## src/design/gtg_pkg.sv

```systemverilog
// Shared types, constants and tables of the go-to-goal steering block.
package gtg_pkg;

   // Default number of rotations in the bearing unit
   localparam int ANGLE_ITERATIONS_DEF = 16;

   // Entries in the arctangent table; rotations stop there
   localparam int ATAN_N = 24;

   // Fixed widths of the arithmetic
   localparam int DELTA_W = 25;   // axis error, Q8.16
   localparam int CRD_W   = 36;   // rotation unit x and y
   localparam int ANG_W   = 34;   // rotation unit angle, Q30
   localparam int ERR_W   = 21;   // bearing error, Q16
   localparam int TURN_W  = 30;   // unsaturated turn rate, Q16
   localparam int RAD_W   = 50;   // squared distance
   localparam int ROOT_W  = 25;   // distance
   localparam int QUO_W   = 26;   // speed quotient bits
   localparam int MUL_W   = 27;   // shared multiplier operand
   localparam int CNT_W   = 5;

   // Last step indexes of the iterative sections
   localparam logic [CNT_W-1:0] ITER_LAST = CNT_W'(ROOT_W - 1);
   localparam logic [CNT_W-1:0] DIV_LAST  = CNT_W'(QUO_W - 1);

   // Angle constants
   localparam logic signed [ANG_W-1:0] HALF_PI_Q30 = 34'sd1686629713;
   localparam logic signed [ERR_W-1:0] PI_Q16      = 21'sd205887;
   localparam logic signed [ERR_W-1:0] TWO_PI_Q16  = 21'sd411775;

   // Register indexes
   localparam logic [1:0] REG_TURN_GAIN   = 2'd0;
   localparam logic [1:0] REG_SPEED_GAIN  = 2'd1;
   localparam logic [1:0] REG_MIN_DIVISOR = 2'd2;
   localparam logic [1:0] REG_TOLERANCE   = 2'd3;

   // Datapath operations
   typedef enum logic [3:0] {
      OP_NONE, OP_LOAD, OP_SQX, OP_SQY, OP_SUM, OP_ITER,
      OP_TURN, OP_SPD, OP_DIVI, OP_DIV, OP_OUT
   } op_type;

   typedef struct packed {
      op_type           op;
      logic [CNT_W-1:0] step;
   } cmd_type;

   typedef struct packed {
      logic [15:0] turn_gain;
      logic [15:0] speed_gain;
      logic [19:0] min_divisor;
      logic [15:0] tolerance;
   } cfg_type;

   // Arctangent of 2^-i in Q30
   function automatic logic signed [ANG_W-1:0] atan_entry(input logic [CNT_W-1:0] idx);
      logic signed [ANG_W-1:0] v;
      case (idx)
         5'd0:  v = 34'sd843314857;
         5'd1:  v = 34'sd497837829;
         5'd2:  v = 34'sd263043837;
         5'd3:  v = 34'sd133525159;
         5'd4:  v = 34'sd67021687;
         5'd5:  v = 34'sd33543516;
         5'd6:  v = 34'sd16775851;
         5'd7:  v = 34'sd8388437;
         5'd8:  v = 34'sd4194283;
         5'd9:  v = 34'sd2097149;
         5'd10: v = 34'sd1048576;
         5'd11: v = 34'sd524288;
         5'd12: v = 34'sd262144;
         5'd13: v = 34'sd131072;
         5'd14: v = 34'sd65536;
         5'd15: v = 34'sd32768;
         5'd16: v = 34'sd16384;
         5'd17: v = 34'sd8192;
         5'd18: v = 34'sd4096;
         5'd19: v = 34'sd2048;
         5'd20: v = 34'sd1024;
         5'd21: v = 34'sd512;
         5'd22: v = 34'sd256;
         5'd23: v = 34'sd128;
         default: v = '0;
      endcase
      return v;
   endfunction

endpackage

```

## src/design/gtg_csr.sv

```systemverilog
// Configuration registers with their bus port.
module gtg_csr (
   input  logic                 clock,
   input  logic                 reset,
   input  logic                 psel,
   input  logic                 penable,
   input  logic                 pwrite,
   input  logic [3:0]           paddr,
   input  logic [31:0]          pwdata,
   output logic [31:0]          prdata,
   output logic                 pready,
   output gtg_pkg::cfg_type     cfg
);

   gtg_pkg::cfg_type cfg_ff, cfg_in;

   // Decode writes
   always_comb begin
      cfg_in = cfg_ff;
      if (psel && penable && pwrite) begin
         unique case (paddr[3:2])
            gtg_pkg::REG_TURN_GAIN:   cfg_in.turn_gain   = pwdata[15:0];
            gtg_pkg::REG_SPEED_GAIN:  cfg_in.speed_gain  = pwdata[15:0];
            gtg_pkg::REG_MIN_DIVISOR: cfg_in.min_divisor = pwdata[19:0];
            gtg_pkg::REG_TOLERANCE:   cfg_in.tolerance   = pwdata[15:0];
            default: ;
         endcase
      end
   end

   always_ff @(posedge clock) begin
      if (reset) begin
         cfg_ff.turn_gain   <= 16'd1280;
         cfg_ff.speed_gain  <= 16'd32768;
         cfg_ff.min_divisor <= 20'd32768;
         cfg_ff.tolerance   <= 16'd655;
      end else begin
         cfg_ff <= cfg_in;
      end
   end

   // Read back
   always_comb begin
      unique case (paddr[3:2])
         gtg_pkg::REG_TURN_GAIN:   prdata = {16'd0, cfg_ff.turn_gain};
         gtg_pkg::REG_SPEED_GAIN:  prdata = {16'd0, cfg_ff.speed_gain};
         gtg_pkg::REG_MIN_DIVISOR: prdata = {12'd0, cfg_ff.min_divisor};
         gtg_pkg::REG_TOLERANCE:   prdata = {16'd0, cfg_ff.tolerance};
         default:                  prdata = '0;
      endcase
   end

   assign pready = 1'b1;
   assign cfg    = cfg_ff;

endmodule

```

## config.mk

```make
export PLATFORM = sky130hd
export DESIGN_NAME = gtg_csr
export DESIGN_NICKNAME = d
export VERILOG_FILES = /design/src/design/gtg_pkg.sv /design/src/design/gtg_csr.sv
export SDC_FILE = /design/constraint.sdc
export NUM_CORES = 1
export LEC_CHECK = 0
export BUFFER_PORTS_ARGS = -buffer_cell sky130_fd_sc_hd__buf_4
export CAP_MARGIN = 20
export CORE_ASPECT_RATIO = 1.4
export CORE_MARGIN = 3
export CORE_UTILIZATION = 48
export DETAILED_ROUTE_END_ITERATION = 10
export PLACE_DENSITY = 0.81
export SETUP_SLACK_MARGIN = 0.15
export SLEW_MARGIN = 15
export SYNTH_ARGS = -nofsm -noshare
export SYNTH_HDL_FRONTEND = slang
export SYNTH_SLANG_ARGS = --single-unit
export TNS_END_PERCENT = 20
```

## constraint.sdc

```tcl
create_clock -name clock -period 1.29 [get_ports clock]
set_clock_uncertainty 0.05 [all_clocks]
set_input_delay 0.1935 -clock clock [delete_from_list [all_inputs] [get_ports clock]]
set_output_delay 0.1935 -clock clock [all_outputs]
set_load 0.05 [all_outputs]
```

# Yosys cells after proc, flatten, opt, wreduce, memory -nomap -nowiden
# Index checks and enable logic that the tools add are counted.
# op_classes
n_eq_ne,3
n_reduce_logical,7
n_mux,1
# ops
cell,count
case mux 32 bit (4 select lines),1
AND reduction 2 bit,4
== test 2 bit (second input constant),2
== test 2 x 1 -> 1 bit (second input constant),1
logical AND 1 bit,2
zero test 2 bit,1
# totals
word_cells,15
input_bits,41
register_bits,68
out_inout_bits,101

# Logic depth before layout (Yosys ltp)
# Gate-level depths: netlist of the first run.
# logic_depth
word_depth,3
mapped_depth,5
mapped_depth_nobuf,3

# Worst setup path after synthesis of the first run
# OpenSTA, ideal clock, no wires.
# synth_path
path_type,reg2out
startpoint,"register cfg_ff, in the netlist cfg[10]"
endpoint,output prdata[10]
required_ps,1047
n_path_buf,0
setup_slack_ps,-107
stages_incl_launch_ff,2
arrival_ps,1153
cell_sequence,dfxtp_1 > mux4_2
# synth_via
elab_chain_cells,1
# synth_rtl
item,line_no,source
start: declaration,gtg_csr.sv:15,"gtg_pkg::cfg_type cfg_ff, cfg_in;"
start signal: assignment,gtg_csr.sv:38,cfg_ff <= cfg_in;
case mux 32 bit (4 select lines),gtg_csr.sv:44,unique case (paddr[3:2])
end: declaration,gtg_csr.sv:10,"output logic [31:0] prdata,"
# No other way between the ends. The select of a mux whose other input is x is not followed.

# Worst setup path in the final report of the first run
# layout_path
startpoint,"register cfg_ff, in the netlist cfg[2]"
endpoint,output prdata[2]
# The elaborated chain is that of the path after synthesis.

==> implementation parameters, run 1 <==
Parameter                              Value

Timing
  Hold slack    0.05649 ns
  Final setup slack of the worst path    -0.3040 ns
  Highest Clock Rate    627.4 MHz
  Count of final setup violators    16
  Period utilisation layout    123.6%
  Hold Vio Cnt, Final    0
  Number of pins with negative max-slew slack in the final report    0
  Unrepaired setup endpoints after global routing    yes
  Final period demand of the worst path    roughly 1.6 ns

Logic synthesis
  Total of warnings raised by yosys    0
  Leading area contributor after synthesis    sky130_fd_sc_hd__dfxtp_1
  Seq/Total Area, Yosys    41.07%
  Unique cell type count in the Yosys netlist    24
  Flops & latches, synth    68
  Synth top area share    between 40% and 50%
  Average footprint of a synthesized cell    11.09 sq um
  Cell area after technology mapping    3314 sq um
  Cells taking the most area after synthesis    sky130_fd_sc_hd__dfxtp_1 (41%), sky130_fd_sc_hd__mux2i_1 (19%), sky130_fd_sc_hd__nand2b_1 (13%), sky130_fd_sc_hd__mux4_2 (11%), sky130_fd_sc_hd__buf_4 (3.4%)
  Synthesized netlist cell count    ~300

Placement
  Number of placed instances with taps included    roughly 500
  Worst Setup Slack post-DPL    -0.2530 ns
  IO buf count    114
  RePlAce Congestion    0.8154
  Post-detailed-placement cell area    4541 sq um
  Detailed placement HPWL    between 5000 and 6000 microns

Detailed routing
  Routed Antenna Nets    0
  First-pass iteration count of the detailed router    4
  Remaining design rule violation count    0
  Post-detailed-route via-to-cell ratio    4.994
  Average routed wire per standard cell    16.55 microns
  Drt initial violations    131
  Total number of vias    2657
  Total detailed-routing wirelength    between 8000 and 9000 microns

Cells and area
  Number of flip-flops in the largest register    68
  Number of standard cells in the final layout excluding fillers    532
  Post-route standard cell area excluding fillers    5276 sq um
  Final layout net count    476
  Multi-input gate area in the final layout    approximately 1800 sq um
  Fillers    429
  Area added between synthesis and finish    59.19%
  Sequential standard cell area    1565 sq um
  Share of layout cells above drive strength 1    between 50% and 60%
  Count of antenna diodes in the layout    0

Critical path
  CP endpoint kind    output port
  Worst-path maximum fanout    2
  Arr. time, crit path    1.35 ns
  CP Data Required Time    approximately 1.1 ns
  Cell depth of the worst setup path    2
  Delay contributed by the slowest stage of the critical path    a little under 0.5 ns
  Startpoint of the most critical register-to-register path    cfg[18]
  Worst reg-to-reg path cell count    3
  Cell chain of the critical path    mux4_2 > buf_8
  Startpoint types    flip-flop
  Reg2reg setup slack    0.46 ns
  CP delay by family, top    multiplexers
  R2r endpoint    cfg[18]
  Critical path buffer and inverter count    1
  Library cell contributing the largest single delay on the critical path    sky130_fd_sc_hd__mux4_2
  Setup Crit Path Kind    flip-flop to output port

GRT
  Leftover overflow at the end of global routing    0
  Number of antenna violations at the first check in global routing    0
  Number of global-route vias before repair    about 2800
  Wire length of the first global-routing pass    around 14000 microns
  Maximum number of pins on one net before global-route repair    55
  Total global routing track utilization    21.92%

Die
  Initial core utilization    49.79%
  Total die area    7952 sq um
  Die Ht    104.3 microns
  Area of the core region    6656 sq um
  I/O pins    142
  Die extent in x    approximately 76 microns
  Row Count    35

CTS
  Clock tree from TritonCTS    yes
  Inserted Clock Buffers    9
  Root Driver    sky130_fd_sc_hd__clkbuf_8
  Clock Latency Late Sink    between 0.3 and 0.4 ns
  Clock Path Buffers    2
  Clock transition at the registers of the reported paths    about 0.080 ns
  TritonCTS sink count    68
  CTS HTree Levels    3

Run
  Total of max-cap violations    0

Pwr
  Leakage power of the design    0.002383 uW
  Power per Cell Area    913.9 nW/um^2
  Peak VDD IR    0.7128 mV

Min path
  Type of the most critical hold path    input port to flip-flop
  Cell count of the worst hold path    3
  Start point of the worst hold path    pwdata[17]
  Worst-case hold path end point    cfg[33]

Outcome
  Status    complete, but fails checks
  Violations in the final reports    negative setup slack
-- cells in the mapped netlist --
master / instances
sky130_fd_sc_hd__nand2b_1: 70
sky130_fd_sc_hd__nor3b_2: 1
sky130_fd_sc_hd__buf_4: 15
sky130_fd_sc_hd__buf_6: 5
sky130_fd_sc_hd__conb_1: 2
sky130_fd_sc_hd__nand3b_2: 1
sky130_fd_sc_hd__a21bo_2: 2
sky130_fd_sc_hd__a21bo_1: 2
sky130_fd_sc_hd__mux2i_1: 64
sky130_fd_sc_hd__and3_1: 1
sky130_fd_sc_hd__dfxtp_1: 68
sky130_fd_sc_hd__nand3_1: 4
sky130_fd_sc_hd__nand2_4: 1
sky130_fd_sc_hd__clkbuf_1: 6
sky130_fd_sc_hd__a21oi_1: 4
sky130_fd_sc_hd__and3_2: 1
sky130_fd_sc_hd__and2b_1: 1
sky130_fd_sc_hd__nand3_2: 2
sky130_fd_sc_hd__and2_1: 4
sky130_fd_sc_hd__or3_1: 1
sky130_fd_sc_hd__nor3_4: 1
sky130_fd_sc_hd__nor2_1: 19
sky130_fd_sc_hd__buf_2: 8
sky130_fd_sc_hd__mux4_2: 16
-- layout by cell type (no fill, tap or decap) --
cell type | Yosys | final
sky130_fd_sc_hd__nand2b_1 | 70 | 70
sky130_fd_sc_hd__mux2i_1 | 64 | 64
sky130_fd_sc_hd__buf_4 | 15 | 63
sky130_fd_sc_hd__buf_6 | 5 | 52
sky130_fd_sc_hd__dfxtp_4 | 0 | 48
sky130_fd_sc_hd__buf_8 | 0 | 25
sky130_fd_sc_hd__nor2_1 | 19 | 19
sky130_fd_sc_hd__dfxtp_2 | 0 | 19
sky130_fd_sc_hd__mux4_2 | 16 | 16
sky130_fd_sc_hd__conb_1 | 2 | 13
sky130_fd_sc_hd__clkbuf_8 | 0 | 10
sky130_fd_sc_hd__buf_12 | 0 | 7
sky130_fd_sc_hd__nand3_1 | 4 | 4
sky130_fd_sc_hd__a21oi_1 | 4 | 4
sky130_fd_sc_hd__and2_2 | 0 | 3
sky130_fd_sc_hd__clkinvlp_4 | 0 | 3
sky130_fd_sc_hd__nand3_2 | 2 | 2
sky130_fd_sc_hd__a21bo_1 | 2 | 2
sky130_fd_sc_hd__a21bo_2 | 2 | 2
sky130_fd_sc_hd__bufinv_16 | 0 | 2
sky130_fd_sc_hd__and2b_1 | 1 | 1
sky130_fd_sc_hd__and2_4 | 0 | 1
sky130_fd_sc_hd__nor3_4 | 1 | 1
sky130_fd_sc_hd__nor3b_2 | 1 | 1
sky130_fd_sc_hd__and3_2 | 1 | 1
sky130_fd_sc_hd__nand3b_2 | 1 | 1
sky130_fd_sc_hd__nand2_4 | 1 | 1
sky130_fd_sc_hd__and3_1 | 1 | 1
sky130_fd_sc_hd__or3_1 | 1 | 1
sky130_fd_sc_hd__dfxtp_1 | 68 | 1
sky130_fd_sc_hd__clkinv_2 | 0 | 1
sky130_fd_sc_hd__buf_16 | 0 | 1
-- stage by stage --
stage          total power, uW  TNS (ns)  util (%)
2_1_floorplan             2645         0         -
3_3_place_gp              2831    -7.678     68.21
3_5_place_dp              2842    -9.735     68.21
4_1_cts                   4852    -4.871     76.58
5_1_grt                   5015    -5.246     79.27
6_report                  4822    -4.595     79.27
-- layout make-up --
| cell class | count | area share (%) |
|---|---|---|
| multi-input combinational | 208 | 33.53 |
| timing repair buffer | 148 | 30.35 |
| sequential | 68 | 29.67 |
| clock buffer | 10 | 2.608 |
| tap | 92 | 2.182 |
| clock inverter | 6 | 1.660 |
-- where the power goes --
group          switching (uW)  internal, uW  total [uW]
Sequential               24.6          2040        2060
Clock                     820          1140        1960
Combinational             468           334         802
-- cells by family (layout without fill, tap and decap cells) --
logic type / count (synthesis) / after routing / share of synthesized area [%]
buffers and inverters: 34 / 164 / 6.984
AOI/OAI and AO/OA: 8 / 8 / 1.812
DFF: 68 / 68 / 41.07
other: 2 / 13 / 0.2266
muxes: 80 / 80 / 30.20
and+or+nand+nor: 107 / 107 / 19.71
-- per-layer routing --
| layer | up-vias | wire length (microns) | GRT usage, % |
|---|---|---|---|
| li1 | 1274 | - | - |
| met1 | 1271 | 3219 | 23.38 |
| met2 | 95 | 4921 | 40.50 |
| met3 | 17 | 477 | 4.853 |
| met4 | 0 | 184 | 9.974 |
| met5 | - | 0 | 0 |
-- tightest hold or removal path, cell delays in order --
cell and delay [ns]:
sky130_fd_sc_hd__buf_4 0.11, sky130_fd_sc_hd__nand3_1 0.05, sky130_fd_sc_hd__a21oi_1 0.05
-- worst max-delay path by stage --
stage              from    endpoint  slack, ns
6_report         cfg[2]   prdata[2]      -0.30
5_1_grt          cfg[1]   prdata[1]      -0.34
4_1_cts          cfg[0]   prdata[0]      -0.32
3_5_place_dp   paddr[3]  prdata[14]      -0.25
3_3_place_gp   paddr[3]   prdata[5]      -0.22
2_1_floorplan   cfg[10]  prdata[10]       0.02
-- timing repair --
action | 4_1_cts | 5_1_grt
cloned | 0 | 0
pin swaps | 1 | 0
setup endpoints to repair | 74 | 66
hold buffers | 0 | 0
gates resized for setup | 78 | 35
buffers inserted | 5 | 7
Note: power is estimated with default switching activity, not from simulation.
==> inputs of run 2 (changes only) <==
--- a/config.mk
+++ b/config.mk
@@ -10,7 +10,7 @@
 export CORE_ASPECT_RATIO = 1.4
 export CORE_MARGIN = 3
-export CORE_UTILIZATION = 48
+export CORE_UTILIZATION = 47
 export DETAILED_ROUTE_END_ITERATION = 10
-export PLACE_DENSITY = 0.81
+export PLACE_DENSITY = 0.8
 export SETUP_SLACK_MARGIN = 0.15
 export SLEW_MARGIN = 15
==> constraint.sdc (replaced) <==
create_clock -name clock -period 1.29 [get_ports clock]
set_clock_uncertainty 0.05 [all_clocks]
set_input_delay 0.129 -clock clock [delete_from_list [all_inputs] [get_ports clock]]
set_output_delay 0.129 -clock clock [all_outputs]
set_load 0.05 [all_outputs]
==> run 2 against run 1 <==
Against the previous run:
- the flow still finishes with violations (negative setup slack)
- worst hold slack lost 0.034 ns
- non-clock buffer count shrank 11
- register-to-register slack gained 0.02 ns
- sequential share of layout area grew 2.5 points
- wire length shrank 7.7%
- maximum frequency grew 4.3%
- design area shrank 7.8%
- clock power shrank 4%
==> implementation parameters, run 2 (same netlist as run 1, synthesis figures left out) <==
Parameter                              Value

CTS
  Clock Latency Late Sink    0.32 ns (-0.03 ns)
  TritonCTS sink count    68 (unchanged)
  Clock transition at the registers of the reported paths    0.07 ns (about the same)
  CTS HTree Levels    3 (unchanged)
  Inserted Clock Buffers    9 (unchanged)
  Clock Path Buffers    2 (unchanged)
  Root Driver    sky130_fd_sc_hd__clkbuf_8
  Clock tree from TritonCTS    yes

Placement
  Detailed placement HPWL    6017 microns (+0.32%)
  Number of placed instances with taps included    502 (-0.40%)
  RePlAce Congestion    0.7358 (-9.8%)
  IO buf count    114 (unchanged)
  Worst Setup Slack post-DPL    -0.1667 ns (+0.08627 ns)

GRT
  Total global routing track utilization    20.90% (-1.0 points)
  Wire length of the first global-routing pass    13510 microns (-2.6%)
  Number of antenna violations at the first check in global routing    0 (unchanged)
  Maximum number of pins on one net before global-route repair    44 (-20%)
  Number of global-route vias before repair    2633 (-6.3%)
  Leftover overflow at the end of global routing    0 (unchanged)

Critical path
  Startpoint types    flip-flop
  Arr. time, crit path    1.35 ns (about the same)
  Setup Crit Path Kind    flip-flop to output port
  CP endpoint kind    output port
  CP Data Required Time    1.11 ns (+0.06 ns)
  Launch point of the worst path    cfg[10]
  Worst reg-to-reg path cell count    2 (-1)
  Worst-path maximum fanout    2 (unchanged)
  Startpoint of the most critical register-to-register path    cfg[33]

Min path
  Type of the most critical hold path    input port to flip-flop
  Cell count of the worst hold path    3 (unchanged)
  Start point of the worst hold path    pwdata[16]

Die
  Area of the core region    6700 sq um (+0.66%)
  Die extent in x    76.97 microns (+0.97%)
  I/O pins    142 (unchanged)
  Initial core utilization    49.47% (-0.33 points)
  Die Ht    105.4 microns (+1.0%)
  Total die area    8110 sq um (+2.0%)
  Row Count    35 (unchanged)

Timing
  Period utilisation layout    118.5% (-5.0 points)
  Number of pins with negative max-slew slack in the final report    0 (unchanged)
  Hold Vio Cnt, Final    0 (unchanged)
  Unrepaired setup endpoints after global routing    yes
  Final setup TNS    -3.306 ns (+1.289 ns)
  Highest Clock Rate    654.1 MHz (+4.3%)
  Count of final setup violators    16 (unchanged)
  Final period demand of the worst path    1.529 ns (-0.06512 ns)
  Final setup slack of the worst path    -0.2389 ns (+0.06512 ns)
  Hold slack    0.02244 ns (-0.03405 ns)

Detailed routing
  Total number of vias    2565 (-3.5%)
  Drt initial violations    84 (-36%)
  First-pass iteration count of the detailed router    4 (unchanged)
  Routed Antenna Nets    0 (unchanged)
  Total detailed-routing wirelength    8120 microns (-7.7%)
  Remaining design rule violation count    0 (unchanged)
  Post-detailed-route via-to-cell ratio    4.923 (-1.4%)
  Average routed wire per standard cell    15.59 microns (-5.8%)

Pwr
  Combinational group share of total power    16.0% (-0.6 points)
  Net Switching    1233 uW (-6.0%)
  Switching Fraction    26.24% (-0.97 points)
  Overall Power    4698 uW (-2.6%)
  Leakage power of the design    0.002246 uW (-5.7%)
  Peak VDD IR    0.7221 mV (+1.3%)
  Power Internal    3466 uW (-1.3%)
  Power per Cell Area    965.6 nW/um^2 (+5.7%)
  Power share of the sequential group    43.9% (+1.1 points)
  Portion of total power attributed to the clock network    40.1% (-0.5 points)

Cells and area
  Leading cell types in the layout, fill and taps excluded    sky130_fd_sc_hd__buf_4 (108), sky130_fd_sc_hd__nand2b_1 (70), sky130_fd_sc_hd__mux2i_1 (64), sky130_fd_sc_hd__dfxtp_4 (48), sky130_fd_sc_hd__dfxtp_2 (20)
  Fillers    500 (+17%)
  Count of antenna diodes in the layout    0 (unchanged)
  Number of flip-flops in the largest register    68 (unchanged)
  Share of layout cells above drive strength 1    58.04% (-1.0 points)
  Area added between synthesis and finish    46.81%
  Number of standard cells in the final layout excluding fillers    521 (-2.1%)
  Leading cell type in the layout, fill and taps excluded    sky130_fd_sc_hd__buf_4
  Final layout net count    465 (-2.3%)

Outcome
  Violations in the final reports    negative setup slack
  Status    complete, but fails checks

Run
  Total of max-cap violations    0 (unchanged)
[run 2: changes by cell type in the layout (fill, tap and decap cells not counted), sizes merged]
| cell | change |
|---|---|
| buf | -12 |
| clkinvlp | -3 |
| clkinv | +2 |
| clkbuf | +1 |
| dlygate4sd3 | +1 |
[run 2: final timing paths]
kind                endpoint  slack [ns]
setup / recovery  prdata[10]       -0.24
hold / removal       cfg[32]        0.02
setup reg to reg     cfg[33]        0.48
hold reg to reg      cfg[39]        0.44
[run 2: cell type report]
class / count / area, sq um / share of cell area, %
clock buffers: 11 / 141.4 / 2.906
multi-input cells: 208 / 1775 / 36.49
clock inverters: 5 / 75.07 / 1.543
repair buffers: 137 / 1192 / 24.50
flip-flops and latches: 68 / 1567 / 32.19
well taps: 92 / 115.1 / 2.366
[run 2: power by group through the flow]
stage	registers [uW]	clock network (uW)	logic, uW
2_1_floorplan	2200	0	441
3_3_place_gp	2110	0	713
3_5_place_dp	2110	0	722
4_1_cts	2060	1940	751
5_1_grt	2070	2030	794
6_report	2060	1880	753
[run 2: per-stage QoR]
step / utilization (%) / cell area [sq um]
floorplan: - / 3563
global placement: 66.98 / 4488
detailed placement: 66.98 / 4488
CTS: 72.04 / 4827
global route: 72.62 / 4866
finish: 72.62 / 4866
[run 2: worst max-delay path, cell delays in order, from the launching register on]
cell and delay (ns):
sky130_fd_sc_hd__dfxtp_4 0.34, sky130_fd_sc_hd__mux4_2 0.50, sky130_fd_sc_hd__buf_8 0.17
[run 2: metal layers]
| layer | global-route usage (%) | part of all wire (%) | wire (microns) |
|---|---|---|---|
| met2 | 36.91 | 53 | 4302 |
| met3 | 4.274 | 5.4 | 436 |
| met4 | 7.506 | 1.0 | 82 |
| met5 | 0 | 0 | 0 |
| met1 | 24.95 | 41 | 3298 |
[run 2: timing repair]
| action | CTS | global route |
|---|---|---|
| endpoints found under the hold margin | 1 | 0 |
| gates resized for setup | 36 | 7 |
| hold buffers | 1 | 0 |
| cloned | 0 | 0 |
| buffers inserted | 0 | 2 |
| endpoints found under the setup margin | 20 | 20 |
==> inputs of run 3 (changes only) <==
Settings changed: HOLD_SLACK_MARGIN from default to 0.15, TNS_END_PERCENT 20 to default.
==> run 3 against run 2 <==
Against the previous run:
- the run still ends with negative setup slack left
- non-clock buffer count up 25
- worst hold slack better by 0.19 ns
- power down 6.2%
- clock power down 19%
- sequential power about the same
- sequential cell count unchanged
- combinational power up 8.5%
- register-to-register slack worse by 0.02 ns
- clock-buffer cell count up 3
- maximum frequency down 0.88%
- critical path depth unchanged
- setup slack worse by 0.014 ns
- highest routed layer unchanged
==> implementation parameters, run 3 (same netlist as run 1, synthesis figures left out) <==
Parameter                              Value

Outcome
  Status    complete, but fails checks
  Violations in the final reports    negative setup slack

Cells and area
  Post-route standard cell area excluding fillers    5079 sq um (+4.4%)
  Number of flip-flops in the largest register    68 (unchanged)
  Share of layout cells above drive strength 1    55.73% (-2.3 points)
  Area added between synthesis and finish    53.23%
  Leading cell type in the layout, fill and taps excluded    sky130_fd_sc_hd__buf_4
  Count of antenna diodes in the layout    0 (unchanged)
  Number of standard cells in the final layout excluding fillers    546 (+4.8%)
  Final layout net count    490 (+5.4%)
  Leading cell types in the layout, fill and taps excluded    sky130_fd_sc_hd__buf_4 (112), sky130_fd_sc_hd__nand2b_1 (70), sky130_fd_sc_hd__mux2i_1 (64), sky130_fd_sc_hd__dfxtp_4 (48)

GRT
  Number of antenna violations at the first check in global routing    0 (unchanged)
  Total global routing track utilization    21.76% (+0.86 points)
  Leftover overflow at the end of global routing    0 (unchanged)
  Wire length of the first global-routing pass    14120 microns (+4.5%)
  Maximum number of pins on one net before global-route repair    41 (-6.8%)
  Number of global-route vias before repair    2767 (+5.1%)

Placement
  Detailed placement HPWL    6087 microns (+1.2%)
  Number of placed instances with taps included    504 (+0.40%)
  Worst Setup Slack post-DPL    -0.09666 ns (+0.07008 ns)
  Post-detailed-placement cell area    4508 sq um (+0.45%)
  IO buf count    114 (unchanged)
  RePlAce Congestion    0.7632 (+3.7%)

Timing
  Highest Clock Rate    648.3 MHz (-0.88%)
  Hold slack    0.2154 ns (+0.1930 ns)
  Final setup TNS    -3.371 ns (-0.06534 ns)
  Period utilisation layout    119.6% (+1.1 points)
  Number of pins with negative max-slew slack in the final report    0 (unchanged)
  Count of final setup violators    16 (unchanged)
  Final setup slack of the worst path    -0.2524 ns (-0.01359 ns)
  Unrepaired setup endpoints after global routing    yes
  Final period demand of the worst path    1.542 ns (+0.01359 ns)
  Hold Vio Cnt, Final    0 (unchanged)

Detailed routing
  Routed Antenna Nets    0 (unchanged)
  Average routed wire per standard cell    15.84 microns (+1.6%)
  Post-detailed-route via-to-cell ratio    4.881 (-0.86%)
  Total number of vias    2665 (+3.9%)
  Total detailed-routing wirelength    8647 microns (+6.5%)
  Remaining design rule violation count    0 (unchanged)
  First-pass iteration count of the detailed router    4 (unchanged)
  Drt initial violations    65 (-23%)

Pwr
  Leakage power of the design    0.002339 uW (+4.1%)
  Peak VDD IR    0.5408 mV (-25%)
  Power per Cell Area    867.7 nW/um^2 (-10%)

CTS
  CTS HTree Levels    3 (unchanged)
  Clock Path Buffers    2 (unchanged)
  Inserted Clock Buffers    9 (unchanged)
  TritonCTS sink count    68 (unchanged)
  Clock tree from TritonCTS    yes
  Clock transition at the registers of the reported paths    0.07 ns (about the same)
  Clock Latency Late Sink    0.32 ns (about the same)
  Root Driver    sky130_fd_sc_hd__clkbuf_8

Run
  Total of max-cap violations    0 (unchanged)

Critical path
  Arr. time, crit path    1.36 ns (about the same)
  CP Data Required Time    1.11 ns (about the same)
  Setup Crit Path Kind    flip-flop to output port
  CP endpoint kind    output port
  Startpoint types    flip-flop
  Worst-path maximum fanout    2 (unchanged)

Die
  Row Count    35 (unchanged)
  Die Ht    105.4 microns (unchanged)
  Initial core utilization    49.47% (unchanged)
  Area of the core region    6700 sq um (unchanged)
  Total die area    8110 sq um (unchanged)
  I/O pins    142 (unchanged)
  Die extent in x    76.97 microns (unchanged)

Min path
  Type of the most critical hold path    input port to flip-flop
run 3: cell types whose count changed in the layout (fill, tap and decap cells not counted), sizes merged:
| cell | delta |
|---|---|
| bufinv | -2 |
| dlygate4sd3 | +19 |
| clkbuf | +3 |
| buf | +6 |
| clkinv | -1 |
run 3: metrics by stage:
step | util [%] | total power, uW
2_1_floorplan | - | 2643
3_3_place_gp | 67.28 | 2827
3_5_place_dp | 67.28 | 2836
4_1_cts | 75.18 | 4441
5_1_grt | 75.80 | 4592
6_report | 75.80 | 4407
run 3: routing by layer:
layer	global-route usage [%]	up-vias	share of wire, %
met1	25.37	1267	40
met4	8.397	0	0.88
met2	39.09	90	54
met5	0	-	0
li1	-	1300	-
met3	4.103	8	5.9
run 3: power by group:
group	internal, uW	switching, uW
Combinational	342	475
Sequential	2040	22.2
Clock	799	728
run 3: worst paths after layout:
path	start	end	slack, ns	depth (start not counted)
worst max-delay path	cfg[12]	prdata[12]	-0.25	2
worst min-delay path	reset	cfg[60]	0.22	3
worst max register to register	cfg[32]	cfg[32]	0.46	2
worst min register to register	cfg[20]	cfg[20]	0.44	2
run 3: final cells by class:
type / count / area, sq um
Clock inverter: 2 / 10.01
Fill cell: 468 / 1622
Tap cell: 92 / 115.1
Clock buffer: 14 / 162.7
Multi-Input combinational cell: 208 / 1774
Sequential cell: 68 / 1567
Timing Repair Buffer: 162 / 1450
run 3: what timing repair did:
action	4_1_cts	5_1_grt
hold endpoints to repair	68	0
setup buffers	4	2
hold buffers	20	0
endpoints found under the setup margin	20	22
gates resized for setup	37	7
run 3: worst max-delay path: stages (launching register included):
cell and delay (ns):
sky130_fd_sc_hd__dfxtp_4 0.35, sky130_fd_sc_hd__mux4_2 0.51, sky130_fd_sc_hd__buf_8 0.18
